`config.mk`:
```
export PLATFORM = sky130hd
export DESIGN_NAME = wmt_ctrl
export DESIGN_NICKNAME = d
export VERILOG_FILES = /design/src/rtl/wmt_pkg.sv /design/src/rtl/wmt_ctrl.sv
export SDC_FILE = /design/constraint.sdc
export NUM_CORES = 1
export LEC_CHECK = 0
export ABC_AREA = 1
export BUFFER_PORTS_ARGS = -buffer_cell sky130_fd_sc_hd__buf_2
export CAP_MARGIN = 20
export CORE_MARGIN = 2
export CORE_UTILIZATION = 40
export CTS_CLUSTER_DIAMETER = 150
export CTS_CLUSTER_SIZE = 12
export DETAILED_ROUTE_END_ITERATION = 6
export GPL_TIMING_DRIVEN = 0
export PLACE_DENSITY = 0.75
export SLEW_MARGIN = 20
export SYNTH_ARGS = -nofsm -noshare
export SYNTH_HDL_FRONTEND = slang
export SYNTH_SLANG_ARGS = --single-unit
```
`constraint.sdc`:
```
create_clock -name clk_i -period 2.5 [get_ports clk_i]
set_input_delay 0.75 -clock clk_i [delete_from_list [all_inputs] [get_ports clk_i]]
set_output_delay 0.75 -clock clk_i [all_outputs]
set_load 0.02 [all_outputs]
```
`src/rtl/wmt_pkg.sv`:
```
// Package for the window mode tracker: payload structs, memory request
// structs, sequencer states and sizing helpers. No dependencies.
`default_nettype none

package wmt_pkg;

  localparam int unsigned VALUE_W        = 12;
  localparam int unsigned COUNT_W        = 10;
  localparam int unsigned VALUE_SPAN     = 2 ** VALUE_W;
  localparam int unsigned COUNT_DEPTH    = 2 ** COUNT_W;
  localparam int unsigned COUNT_TOP      = COUNT_DEPTH - 1;
  localparam int unsigned NUM_VALUES_DEF = 4096;
  localparam int unsigned WINDOW_MAX_DEF = 1023;

  localparam logic OP_ADD    = 1'b0;
  localparam logic OP_REMOVE = 1'b1;

  typedef struct packed {
    logic               opcode;
    logic [VALUE_W-1:0] value;
  } wmt_in_t;

  typedef struct packed {
    logic [COUNT_W-1:0] mode_count;
    logic [COUNT_W-1:0] values_at_mode;
    logic               error;
  } wmt_out_t;

  typedef struct packed {
    logic               we;
    logic [VALUE_W-1:0] waddr;
    logic [COUNT_W-1:0] wdata;
    logic               re;
    logic [VALUE_W-1:0] raddr;
  } cpv_req_t;

  typedef struct packed {
    logic               we;
    logic [COUNT_W-1:0] waddr;
    logic [COUNT_W-1:0] wdata;
    logic               re;
    logic [COUNT_W-1:0] raddr;
  } vpc_req_t;

  typedef enum logic [2:0] {
    ST_CLEAR,
    ST_IDLE,
    ST_OLD,
    ST_NEW,
    ST_INC,
    ST_MODE,
    ST_DONE
  } wmt_state_e;

  function automatic int unsigned cpv_depth(input int unsigned num_values);
    return (num_values < VALUE_SPAN) ? num_values : VALUE_SPAN;
  endfunction

  function automatic int unsigned clr_depth(input int unsigned num_values);
    return (cpv_depth(num_values) > COUNT_DEPTH) ? cpv_depth(num_values) : COUNT_DEPTH;
  endfunction

endpackage

`default_nettype wire

```
`src/rtl/wmt_ctrl.sv`:
```
// Sequencer and datapath of the window mode tracker: clearing pass, per-item
// read-modify-write of both count memories, output register. Uses wmt_pkg.
`default_nettype none

module wmt_ctrl
  import wmt_pkg::*;
#(
  parameter int unsigned NUM_VALUES = NUM_VALUES_DEF,
  parameter int unsigned WINDOW_MAX = WINDOW_MAX_DEF
) (
  input  wire logic               clk_i,
  input  wire logic               rst_ni,
  input  wire logic               in_valid_i,
  output logic                    in_ready_o,
  input  wire wmt_in_t            in_data_i,
  output logic                    out_valid_o,
  input  wire logic               out_ready_i,
  output wmt_out_t                out_data_o,
  output cpv_req_t                cpv_req_o,
  input  wire logic [COUNT_W-1:0] cpv_rdata_i,
  output vpc_req_t                vpc_req_o,
  input  wire logic [COUNT_W-1:0] vpc_rdata_i
);

  localparam int unsigned CPV_DEPTH = cpv_depth(NUM_VALUES);
  localparam int unsigned CLR_DEPTH = clr_depth(NUM_VALUES);
  localparam int unsigned CLR_AW    = $clog2(CLR_DEPTH);
  localparam logic [CLR_AW-1:0] CLR_LAST = CLR_AW'(CLR_DEPTH - 1);
  localparam logic [COUNT_W-1:0] LIMIT =
    COUNT_W'((WINDOW_MAX < COUNT_TOP) ? WINDOW_MAX : COUNT_TOP);

  wmt_state_e         state_q, state_d;
  logic               op_q, op_d;
  logic [VALUE_W-1:0] val_q, val_d;
  logic [COUNT_W-1:0] old_q, old_d;
  logic [COUNT_W-1:0] nw_q, nw_d;
  logic               err_q, err_d;
  logic               dzero_q, dzero_d;
  logic [COUNT_W-1:0] highest_q, highest_d;
  logic [COUNT_W-1:0] occ_q, occ_d;
  logic [CLR_AW-1:0]  clr_q, clr_d;
  logic               out_valid_q, out_valid_d;
  wmt_out_t           out_q, out_d;

  logic               in_range;
  logic               bad_item;
  logic               absent;
  logic               out_free;
  logic [COUNT_W-1:0] nw_c;

  assign in_range = 32'(in_data_i.value) < 32'(NUM_VALUES);
  assign bad_item = !in_range || (in_data_i.opcode == OP_ADD && occ_q >= LIMIT);
  assign absent   = op_q == OP_REMOVE && cpv_rdata_i == '0;
  assign out_free = !out_valid_q || out_ready_i;
  assign nw_c     = (op_q == OP_ADD) ? cpv_rdata_i + COUNT_W'(1) : cpv_rdata_i - COUNT_W'(1);

  always_comb begin
    state_d = state_q;
    case (state_q)
      ST_CLEAR: begin
        if (clr_q == CLR_LAST) state_d = ST_IDLE;
      end
      ST_IDLE: begin
        if (in_valid_i) state_d = bad_item ? ST_MODE : ST_OLD;
      end
      ST_OLD:  state_d = absent ? ST_MODE : ST_NEW;
      ST_NEW:  state_d = ST_INC;
      ST_INC:  state_d = ST_MODE;
      ST_MODE: state_d = ST_DONE;
      ST_DONE: begin
        if (out_free) state_d = ST_IDLE;
      end
      default: state_d = ST_CLEAR;
    endcase
  end

  always_comb begin
    in_ready_o = 1'b0;
    cpv_req_o  = '0;
    vpc_req_o  = '0;
    case (state_q)
      ST_CLEAR: begin
        cpv_req_o.we    = 32'(clr_q) < 32'(CPV_DEPTH);
        cpv_req_o.waddr = VALUE_W'(clr_q);
        vpc_req_o.we    = 32'(clr_q) < 32'(COUNT_DEPTH);
        vpc_req_o.waddr = COUNT_W'(clr_q);
      end
      ST_IDLE: begin
        in_ready_o      = 1'b1;
        cpv_req_o.re    = in_valid_i;
        cpv_req_o.raddr = in_data_i.value;
      end
      ST_OLD: begin
        cpv_req_o.we    = !absent;
        cpv_req_o.waddr = val_q;
        cpv_req_o.wdata = nw_c;
        vpc_req_o.re    = !absent;
        vpc_req_o.raddr = cpv_rdata_i;
      end
      ST_NEW: begin
        vpc_req_o.we    = old_q != '0;
        vpc_req_o.waddr = old_q;
        vpc_req_o.wdata = vpc_rdata_i - COUNT_W'(1);
        vpc_req_o.re    = 1'b1;
        vpc_req_o.raddr = nw_q;
      end
      ST_INC: begin
        vpc_req_o.we    = nw_q != '0;
        vpc_req_o.waddr = nw_q;
        vpc_req_o.wdata = vpc_rdata_i + COUNT_W'(1);
      end
      ST_MODE: begin
        vpc_req_o.re    = 1'b1;
        vpc_req_o.raddr = highest_q;
      end
      ST_DONE: ;
      default: ;
    endcase
  end

  always_comb begin
    op_d        = op_q;
    val_d       = val_q;
    old_d       = old_q;
    nw_d        = nw_q;
    err_d       = err_q;
    dzero_d     = dzero_q;
    highest_d   = highest_q;
    occ_d       = occ_q;
    clr_d       = clr_q;
    out_valid_d = out_valid_q && !out_ready_i;
    out_d       = out_q;
    case (state_q)
      ST_CLEAR: clr_d = clr_q + CLR_AW'(1);
      ST_IDLE: begin
        op_d  = in_data_i.opcode;
        val_d = in_data_i.value;
        err_d = bad_item;
      end
      ST_OLD: begin
        old_d = cpv_rdata_i;
        nw_d  = nw_c;
        err_d = absent;
      end
      ST_NEW: dzero_d = vpc_rdata_i == COUNT_W'(1);
      ST_INC: begin
        if (op_q == OP_ADD) begin
          occ_d = occ_q + COUNT_W'(1);
          if (nw_q > highest_q) highest_d = nw_q;
        end else begin
          occ_d = occ_q - COUNT_W'(1);
          if (old_q == highest_q && dzero_q) highest_d = nw_q;
        end
      end
      ST_DONE: begin
        if (out_free) begin
          out_valid_d          = 1'b1;
          out_d.mode_count     = highest_q;
          out_d.values_at_mode = (highest_q == '0) ? '0 : vpc_rdata_i;
          out_d.error          = err_q;
        end
      end
      default: ;
    endcase
  end

  always_ff @(posedge clk_i or negedge rst_ni) begin
    if (!rst_ni) begin
      state_q     <= ST_CLEAR;
      clr_q       <= '0;
      highest_q   <= '0;
      occ_q       <= '0;
      out_valid_q <= 1'b0;
    end else begin
      state_q     <= state_d;
      clr_q       <= clr_d;
      highest_q   <= highest_d;
      occ_q       <= occ_d;
      out_valid_q <= out_valid_d;
    end
  end

  always_ff @(posedge clk_i) begin
    op_q    <= op_d;
    val_q   <= val_d;
    old_q   <= old_d;
    nw_q    <= nw_d;
    err_q   <= err_d;
    dzero_q <= dzero_d;
    out_q   <= out_d;
  end

  assign out_valid_o = out_valid_q;
  assign out_data_o  = out_q;

endmodule

`default_nettype wire

```
* Word level (Yosys, flattened, before mapping)
Index checks and enable logic that the tools add are counted.
Storage, ports and cells: register bits 92, bits of input ports 37, output and inout port bits 91, word-level logic and storage cells 77
Operators by class: add/sub/neg operators 7, $lt $le $gt $ge 3, equal/unequal tests 13, muxes and demuxes 21, bitwise logic cells 1, reductions and logical operators 18
Operator list (count):
- case mux 11 bit (3 select lines) | 2
- 2-to-1 mux 10 bit | 6
- adder 10 x 1 -> 10 bit (second input constant) | 3
- subtractor 10 x 1 -> 10 bit (second input constant) | 3
- case mux 13 bit (2 select lines) | 1
- case mux 3 bit (7 select lines) | 1
- zero test 10 bit | 2
- case mux 10 bit (2 select lines) | 1
- nonzero test 10 bit | 2
- 2-to-1 mux 3 bit | 5
- 2-to-1 mux 13 bit | 1
- adder 12 x 1 -> 12 bit (second input constant) | 1
- equality test 12 bit (second input constant) | 1
- < comparator 12 x 11 -> 1 bit (second input constant) | 1
- equality test 10 x 1 -> 1 bit (second input constant) | 1
- equality test 10 bit | 1
- greater-or-equal comparator 10 bit (second input constant) | 1
- greater-than comparator 10 bit | 1
- equality test 3 bit (second input constant) | 3
- equality test 3 x 2 -> 1 bit (second input constant) | 2
- != test 2 bit (second input constant) | 3
- AND reduction 3 bit | 2
- logical AND 1 bit | 4
- nonzero test 2 bit | 2
- other kinds (9) | 13

* Longest topological paths before layout
Gate-level depths: netlist of the first run.
word-level depth 5, gate-level depth with buffers 13, mapped depth without buffers 13

* Worst setup path before layout of the first run
No wires, ideal clock.
path type register to output, start point reg op_q, end point out cpv_req_o[22] (netlist bit), arrival 2.166 ns, required time 1.750 ns, slack -0.416 ns, cell stages (with the launch flop) 10, buffers on the path 0, cells stage by stage edfxtp_1 -> ha_1 -> nand2_1 -> nand2_1 -> nand3_1 -> nand3_1 -> nand2_1 -> nand2_1 -> or2_2 -> a21oi_1
RTL lines:
- from (decl) | RTL line wmt_ctrl.sv:33 | logic op_q, op_d;
- from (signal assigned) | RTL line wmt_ctrl.sv:184 | op_q <= op_d;
- to (decl) | RTL line wmt_ctrl.sv:19 | output cpv_req_t cpv_req_o,

==> summary.md, run 1 <==
| Metric | Value |
|---|---|
| Status | `complete, but fails checks` |
| Failing checks | `DRC, setup timing` |
| Clk sinks | `92` |
| Mapped Area | `~0.006 mm2` |
| Hold Fails Final Rpt | `0` |
| Pre-CTS WS | `-0.732 ns` |
| Worst R2R Setup Slack | `0.10 ns` |
| Max Transition Viols Final | `0` |
| Yosys cell types | `43` |
| Worst-Margin Slew | `~0.88 ns` |
| Area share of the largest cell type after synthesis | `0.288` |
| Routed WL per cell | `between 20 and 25 um` |
| Post-DP HPWL | `roughly 13000 um` |
| Final Skew | `0.00831 ns` |
| Number of synthesized flops with an enable pin | `56` |
| Share of cells above drive strength 1 | `0.433` |
| Initial antenna violation count | `0` |
| Seq/Total Area, Yosys | `0.442` |
| CTS tree | `built` |
| Crit-path leading delay family | `simple AND/OR/NAND/NOR gates` |
| Relative slew slack | `0.411` |
| CP Data Arrival Time | `roughly 2.2 ns` |
| P per Cell Area | `1170 mW/mm2` |
| GP Congestion | `about 0.95` |
| Mapped Cells | `approximately 720` |
| Hold Buf Count CTS | `0` |
| H-tree depth | `3` |
| Clk Latency, worst-skew pair | `about 0.37 ns` |
| Final instance area | `roughly 0.0093 mm2` |
| Cell Rows | `44` |
| CTS buffer count | `9` |
| GR Overflow Total | `0` |
| Global-route wire length before repair | `around 30000 um` |
| Die H | `125 um` |
| WL final | `23500 um` |
| Drt initial violations | `~1000` |
| Clock transition at path regs | `~0.07 ns` |
| Via Count | `between 6000 and 7000` |
| I/O Pins | `about 130` |
| CP endpoint kind | `output pin` |
| Worst path bufs/invs | `3` |
| Placed Instances | `1029` |
| Mapped Nets | `around 790` |
| Core ar. | `roughly 0.014 mm2` |
| Slowest CP cell | `edfxtp_1` |
| Fin cells | `between 1000 and 1500` |
| Crit path top cell by count | `nand2_2` |
| CP peak stage delay | `roughly 0.45 ns` |
| P&R area growth vs syn | `59.7%` |
| Total GRT Usage | `0.245` |
| Placed Instance Area | `~0.0069 mm2` |
| CTS root buffer | `clkbuf_16` |
| Inserted Diodes | `0` |
| Routed vias/inst | `5.95` |
| Clock Tree Buf Depth | `2` |
| Setup violations, final | `between 60 and 70` |
| Top cells by instance count after synthesis | `nand2_1, inv_1, nor2_1` |
| Max FO, Critical Path | `5` |
| Worst setup margin | `-0.491 ns` |
| RSZ-0062 raised after global routing | `true` |
| Final net count | `996` |
| Fin Hold WS | `0.488 ns` |
| Flops & latches, synth | `92` |
| Number of global-route vias before repair | `between 5000 and 6000` |
| Most common cell in the netlist | `nand2_1` |
| Die area | `~0.016 mm2` |
| Critical path type | `flop to output pin` |
| Top post-synthesis cells by area | `edfxtp_1, dfrtp_1, nand2_1` |
| Largest net degree at the start of global routing | `37` |
| Min Clock Period, post-route | `roughly 3.0 ns` |
| Top FF cell, synth | `edfxtp_1` |
| Crit path required time | `~1.8 ns` |
| Remaining DRCs | `4` |
| Yosys warning count | `0` |
| Syn Area/Cell | `between 8 and 9 um2` |
| Cells along the critical path | `buf_12 -> ha_4 -> nand2_4 -> inv_2 -> nand4_1 -> nand3_4 -> nand2_2 -> nand2_2 -> or2_4 -> a21oi_4 -> buf_6` |
| Tcrit/Tclk final | `1.20` |
| Crit start category | `flop` |
| Starting Density | `0.405` |
| FMAX | `about 0.33 GHz` |
| Number of port buffers | `~130` |
| Pwr Total | `between 10 and 15 mW` |
| Peak VDD IR | `just over 600 uV` |
| LEAKAGE | `between 4 and 5 nW` |
| Max-cap viol count | `0` |
| Worst min path class | `input pin to async pin` |
| Setup tns final | `-9.23 ns` |
| Router iterations before antenna repair | `7` |
| FFs w/ async S/R, synth | `0.391` |
| Synth area leader | `edfxtp_1` |
| ANT nets after route | `0` |
| Die W | `roughly 120 um` |
| Post-layout util | `0.647` |
-- path summary, 6_finish.rpt --
| kind | cells past startpoint | from | end |
|---|---|---|---|
| worst max-delay path | 11 | op_q$_DFFE_PP_ | cpv_req_o[22] |
| worst min-delay path | 1 | rst_ni | occ_q[4]$_DFFE_PN0N_ |
| worst max register to register | 12 | op_q$_DFFE_PP_ | occ_q[6]$_DFFE_PN0N_ |
| worst min register to register | 1 | clr_q[11]$_DFFE_PN0P_ | clr_q[11]$_DFFE_PN0P_ |
| max in group asynchronous | 1 | rst_ni | state_q[1]$_DFFE_PN0P_ |
| min in group clk_i | 1 | clr_q[11]$_DFFE_PN0P_ | clr_q[11]$_DFFE_PN0P_ |
-- flip-flops by register name (all words and copies together) (netlist names) --
name,cells
out_data_o,21
clr_q,12
val_q,12
highest_q,10
nw_q,10
occ_q,10
old_q,10
state_q,3
dzero_q,1
err_q,1
op_q,1
out_valid_o,1
-- worst reg2reg max path, delay by kind of cell (launching register included) --
family,cells,cell delay [ns]
fa+ha+maj,1,0.36
simple gates,5,0.61
buf+inv,4,0.63
compound gates,2,0.25
flops,1,0.45
-- area by class of cell --
type                            count  area (um2)
Timing Repair Buffer              201        1810
Inverter                          116         484
Fill cell                         984        5090
Sequential cell                    92        2580
Clock inverter                      6        95.1
Multi-Input combinational cell    493        3670
Tap cell                          184         230
Buffer                             14         200
Clock buffer                       10         250
-- report_power, final --
group	total [mW]	leakage (nW)	internal (mW)	switching, mW
registers	2.62	0.979	2.14	0.489
clock network	1.57	0.168	0.943	0.622
logic	6.69	3.13	2.85	3.84
total	10.9	4.28	5.93	4.95
-- routing by layer --
metal | vias up | track usage | wire length (um)
met5 | - | 0 | 0
met2 | 572 | 0.382 | 10800
met4 | 0 | 0.148 | 1720
met3 | 159 | 0.0339 | 2620
li1 | 2805 | - | -
met1 | 3105 | 0.324 | 8450
-- timing repair --
action                     4_1_cts  5_1_grt
pin swaps                       36       48
buffers inserted                36       37
cloned                           2        3
gates resized for setup        202      201
setup endpoints to repair       72       72
-- cells in the final DEF (no fill, tap or decap), types with 6 or more instances in the layout --
| cell type | n |
|---|---|
| buf_8 | 8 |
| o21ai_1 | 10 |
| nand4_1 | 27 |
| inv_1 | 96 |
| a22oi_2 | 7 |
| buf_4 | 63 |
| buf_6 | 72 |
| o221ai_4 | 10 |
| inv_4 | 6 |
| nand2_4 | 10 |
| nor2_4 | 24 |
| nand3_1 | 23 |
| a21oi_1 | 12 |
| nand2_1 | 152 |
| inv_2 | 8 |
| ha_1 | 20 |
| xor2_1 | 16 |
| xnor2_1 | 6 |
| buf_2 | 56 |
| a21oi_2 | 9 |
| nand3_2 | 8 |
| dfrtp_1 | 34 |
| nor2_2 | 11 |
| ha_4 | 10 |
| nor2_1 | 44 |
| nand2_2 | 23 |
| clkbuf_16 | 12 |
| nor3_4 | 7 |
| o21ai_0 | 15 |
| buf_12 | 12 |
| o21ai_2 | 9 |
| edfxtp_1 | 56 |
-- kinds of logic (layout without fill, tap and decap cells) --
logic type	Yosys count	in the layout	synth area share
buffers and inverters	134	347	0.0921
flip-flops	92	92	0.442
AND/OR/NAND/NOR	347	347	0.264
XOR/XNOR	26	26	0.0390
AO/OA/AOI/OAI	88	88	0.0923
adder cells (fa/ha/maj)	32	32	0.0711
(Power assumes the default switching activity.)
==> inputs of run 2 (changes only) <==
--- a/config.mk
+++ b/config.mk
@@ -5,9 +5,9 @@
 export SDC_FILE = /design/constraint.sdc
 export NUM_CORES = 1
 export LEC_CHECK = 0
-export ABC_AREA = 1
 export BUFFER_PORTS_ARGS = -buffer_cell sky130_fd_sc_hd__buf_2
 export CAP_MARGIN = 20
+export CORE_ASPECT_RATIO = 2
 export CORE_MARGIN = 2
 export CORE_UTILIZATION = 40
 export CTS_CLUSTER_DIAMETER = 150
==> run 2 against run 1 <==
Fmax fell by 7.1%. Via count fell by 14%. The run ends with setup timing left. Total power grew 0.66%. Worst hold slack worse by 0.055 ns. Die area shrank 1.9%. Critical endpoint unchanged. Combinational power grew 2%. Final cell count is 14% lower. Routed wire length fell by 11%. Highest routed layer unchanged.
==> summary.md, run 2 <==
| Metric | Value |
|---|---|
| Failing checks | `setup timing` |
| Clock transition at path regs | `0.06 ns (about the same)` |
| Crit start category | `flop` |
| Clk sinks | `92 (unchanged)` |
| Max Transition Viols Final | `0 (unchanged)` |
| Inserted Diodes | `0 (unchanged)` |
| Routed WL per cell | `21.8 um (+3.3%)` |
| LEAKAGE | `3.85 nW (-10%)` |
| FMAX | `0.311 GHz (-7.1%)` |
| Most common cell in the netlist | `edfxtp_1` |
| FF/Latch Area | `0.00258 mm2 (about the same)` |
| Max-cap viol count | `0 (unchanged)` |
| Largest net degree at the start of global routing | `37 (unchanged)` |
| Max FO, Critical Path | `5 (unchanged)` |
| GP Congestion | `0.928 (-2.2%)` |
| Worst R2R Setup Slack | `0.03 ns (-0.07 ns)` |
| Setup tns final | `-9.51 ns (-0.276 ns)` |
| Final Skew | `0.00671 ns (-0.00160 ns)` |
| Worst-Margin Slew | `0.921 ns (+0.0365 ns)` |
| Multi-input gate area | `0.00371 mm2 (+0.99%)` |
| Router iterations before antenna repair | `7 (unchanged)` |
| Via Count | `5704 (-14%)` |
| Hold Buf Count CTS | `0 (unchanged)` |
| Number of synthesized flops with an enable pin | `56 (unchanged)` |
| FFs w/ async S/R, synth | `0.391 (unchanged)` |
| WL final | `21000 um (-11%)` |
| CTS root buffer | `clkbuf_16` |
| Status | `complete, but fails checks` |
| Number of global-route vias before repair | `5505 (-0.99%)` |
| Mapped Nets | `637 (-19%)` |
| Yosys cell types | `55 (+28%)` |
| Relative slew slack | `0.381 (-0.0300)` |
| Top post-synthesis cells by area | `edfxtp_1, dfrtp_1, ha_1` |
| Hold Fails Final Rpt | `0 (unchanged)` |
| Post-layout util | `0.636 (-0.0109)` |
| Seq/Total Area, Yosys | `0.452 (+0.0105)` |
| Top FF cell, synth | `edfxtp_1` |
| CTS tree | `built` |
| I/O Pins | `128 (unchanged)` |
| Worst setup margin | `-0.719 ns (-0.228 ns)` |
| Die area | `0.0153 mm2 (-1.9%)` |
| Largest register FFs | `21 (unchanged)` |
| Mapped Cells | `568 (-21%)` |
| Min Clock Period, post-route | `3.22 ns (+0.228 ns)` |
| Synth area leader | `edfxtp_1` |
| Mapped Area | `0.00571 mm2 (-2.3%)` |
| Reg2reg end | `highest_q[2]$_DFFE_PN0P_` |
| Final net count | `839 (-16%)` |
| Fill count | `1040 (+5.7%)` |
| Clock Tree Buf Depth | `2 (unchanged)` |
| Area share of the largest cell type after synthesis | `0.295 (+0.00681)` |
| Hold path start | `err_q$_DFFE_PP_` |
| P per Cell Area | `1240 mW/mm2 (+6.3%)` |
| Die W | `88.5 um (-29%)` |
| Starting Density | `0.411 (+0.00582)` |
| FF-to-FF path depth | `9 (-3)` |
| Pwr Total | `11.0 mW (+0.66%)` |
| Worst Hold Path EP | `out_data_o[0]$_DFFE_PP_` |
| Drt initial violations | `385 (-63%)` |
| Remaining DRCs | `0 (-4)` |
| Syn Area/Cell | `10.0 um2 (+24%)` |
| Commonest non-fill, non-tap cell in the layout | `buf_2` |
| Initial antenna violation count | `0 (unchanged)` |
| Critical path type | `flop to output pin` |
| Setup violations, final | `51 (-23%)` |
| Total GRT Usage | `0.247 (+0.00257)` |
| Number of port buffers | `122 (-2.4%)` |
| Crit path required time | `1.75 ns (about the same)` |
| Most frequent cells in the layout | `buf_2, buf_6, buf_4` |
| Clk Latency, worst-skew pair | `0.36 ns (about the same)` |
| Flops & latches, synth | `92 (unchanged)` |
| Yosys warning count | `0 (unchanged)` |
| Tcrit/Tclk final | `1.29 (+0.0911)` |
| Top cells by instance count after synthesis | `edfxtp_1, nand2_1, o21ai_0` |
| Worst hold stages | `0` |
| Worst min path class | `flop to flop` |
| Cell Rows | `61 (+39%)` |
| Peak VDD IR | `762 uV (+26%)` |
| Pre-CTS WS | `-0.982 ns (-0.250 ns)` |
| Die H | `173 um (+39%)` |
| P&R area growth vs syn | `54.8%` |
| CTS buffer count | `9 (unchanged)` |
| ANT nets after route | `0 (unchanged)` |
| H-tree depth | `3 (unchanged)` |
| Core ar. | `0.0139 mm2 (-3.7%)` |
| Fin Hold WS | `0.433 ns (-0.0552 ns)` |
| Reg-to-Reg Start | `highest_q[4]$_DFFE_PN0P_` |
| Global-route wire length before repair | `28900 um (-3.8%)` |
| Post-DP HPWL | `12600 um (+0.10%)` |
| CP Data Arrival Time | `2.47 ns (+0.23 ns)` |
| RSZ-0062 raised after global routing | `true` |
| Routed vias/inst | `5.92 (-0.57%)` |
| Share of cells above drive strength 1 | `0.493 (+0.0594)` |
| GR Overflow Total | `0 (unchanged)` |
| CP endpoint kind | `output pin` |
## run 2: cell count changes in the layout (fill, tap and decap cells not counted), sizes merged, moves of 11 or more
cell and delta:
a22o +12, and2 +21, and3 +15, clkbuf +11
inv -91, mux2 +11, mux2i +11, nand2 -135
nand3 -23, nand4 -17, nor2 -44, xnor2 +20
## run 2: metal layers
| layer | up-vias | wire, um | global-route usage |
|---|---|---|---|
| li1 | 2512 | - | - |
| met1 | 2760 | 6970 | 0.267 |
| met2 | 317 | 11200 | 0.440 |
| met3 | 115 | 1210 | 0.0372 |
| met4 | 0 | 1620 | 0.141 |
| met5 | - | 0 | 0 |
## run 2: how the worst max path moves through the flow
stage | start | endpoint | slack [ns] | cells after the start
after floorplan | op_q$_DFFE_PP_ | cpv_req_o[20] | -0.34 | 7
after global placement | op_q$_DFFE_PP_ | cpv_req_o[20] | -0.93 | 8
after detailed placement | op_q$_DFFE_PP_ | cpv_req_o[20] | -0.98 | 8
after CTS | op_q$_DFFE_PP_ | cpv_req_o[21] | -0.69 | 9
after global routing | op_q$_DFFE_PP_ | cpv_req_o[21] | -0.77 | 9
final | op_q$_DFFE_PP_ | cpv_req_o[22] | -0.72 | 8
## run 2: power by group
group,switching [mW],total (mW),internal [mW]
combinational,3.65,6.84,3.19
clock,0.600,1.38,0.784
sequential,0.571,2.73,2.16
total,4.82,11.0,6.13
## run 2: cells by family after synthesis
family,Yosys count,share of synthesized area
simple gates,192,0.174
xor+xnor,39,0.0598
mux,22,0.0410
compound gates,140,0.162
fa+ha+maj,32,0.0728
buf+inv,51,0.0373
flops,92,0.452
## run 2: cell type report
class / count / share of cell area
Buffer: 23 / 0.0339
Clock buffer: 10 / 0.0259
Clock inverter: 6 / 0.00807
Inverter: 24 / 0.0119
Multi-Input combinational cell: 426 / 0.420
Sequential cell: 92 / 0.292
Tap cell: 189 / 0.0268
Timing Repair Buffer: 194 / 0.181
## run 2: critical path, cell delays in order (launching register included)
cell      delay (ns)
edfxtp_1        0.54
ha_1            0.42
o21ai_1         0.19
o21bai_2        0.12
a211oi_2        0.23
o21bai_1        0.10
xnor2_1         0.22
and2_4          0.18
buf_6           0.11
## run 2: repair_timing
action	4_1_cts	5_1_grt
buffers inserted	33	35
endpoints found under the setup margin	84	79
gates resized for setup	236	145
cloned	3	3
pin swaps	48	49
## run 2: metrics by stage
stage | instance area, um2 | instances
finish | 8830 | 964
global route | 8830 | 964
CTS | 8060 | 931
detailed placement | 6650 | 880
global placement | 6630 | 879
floorplan | 5780 | 568
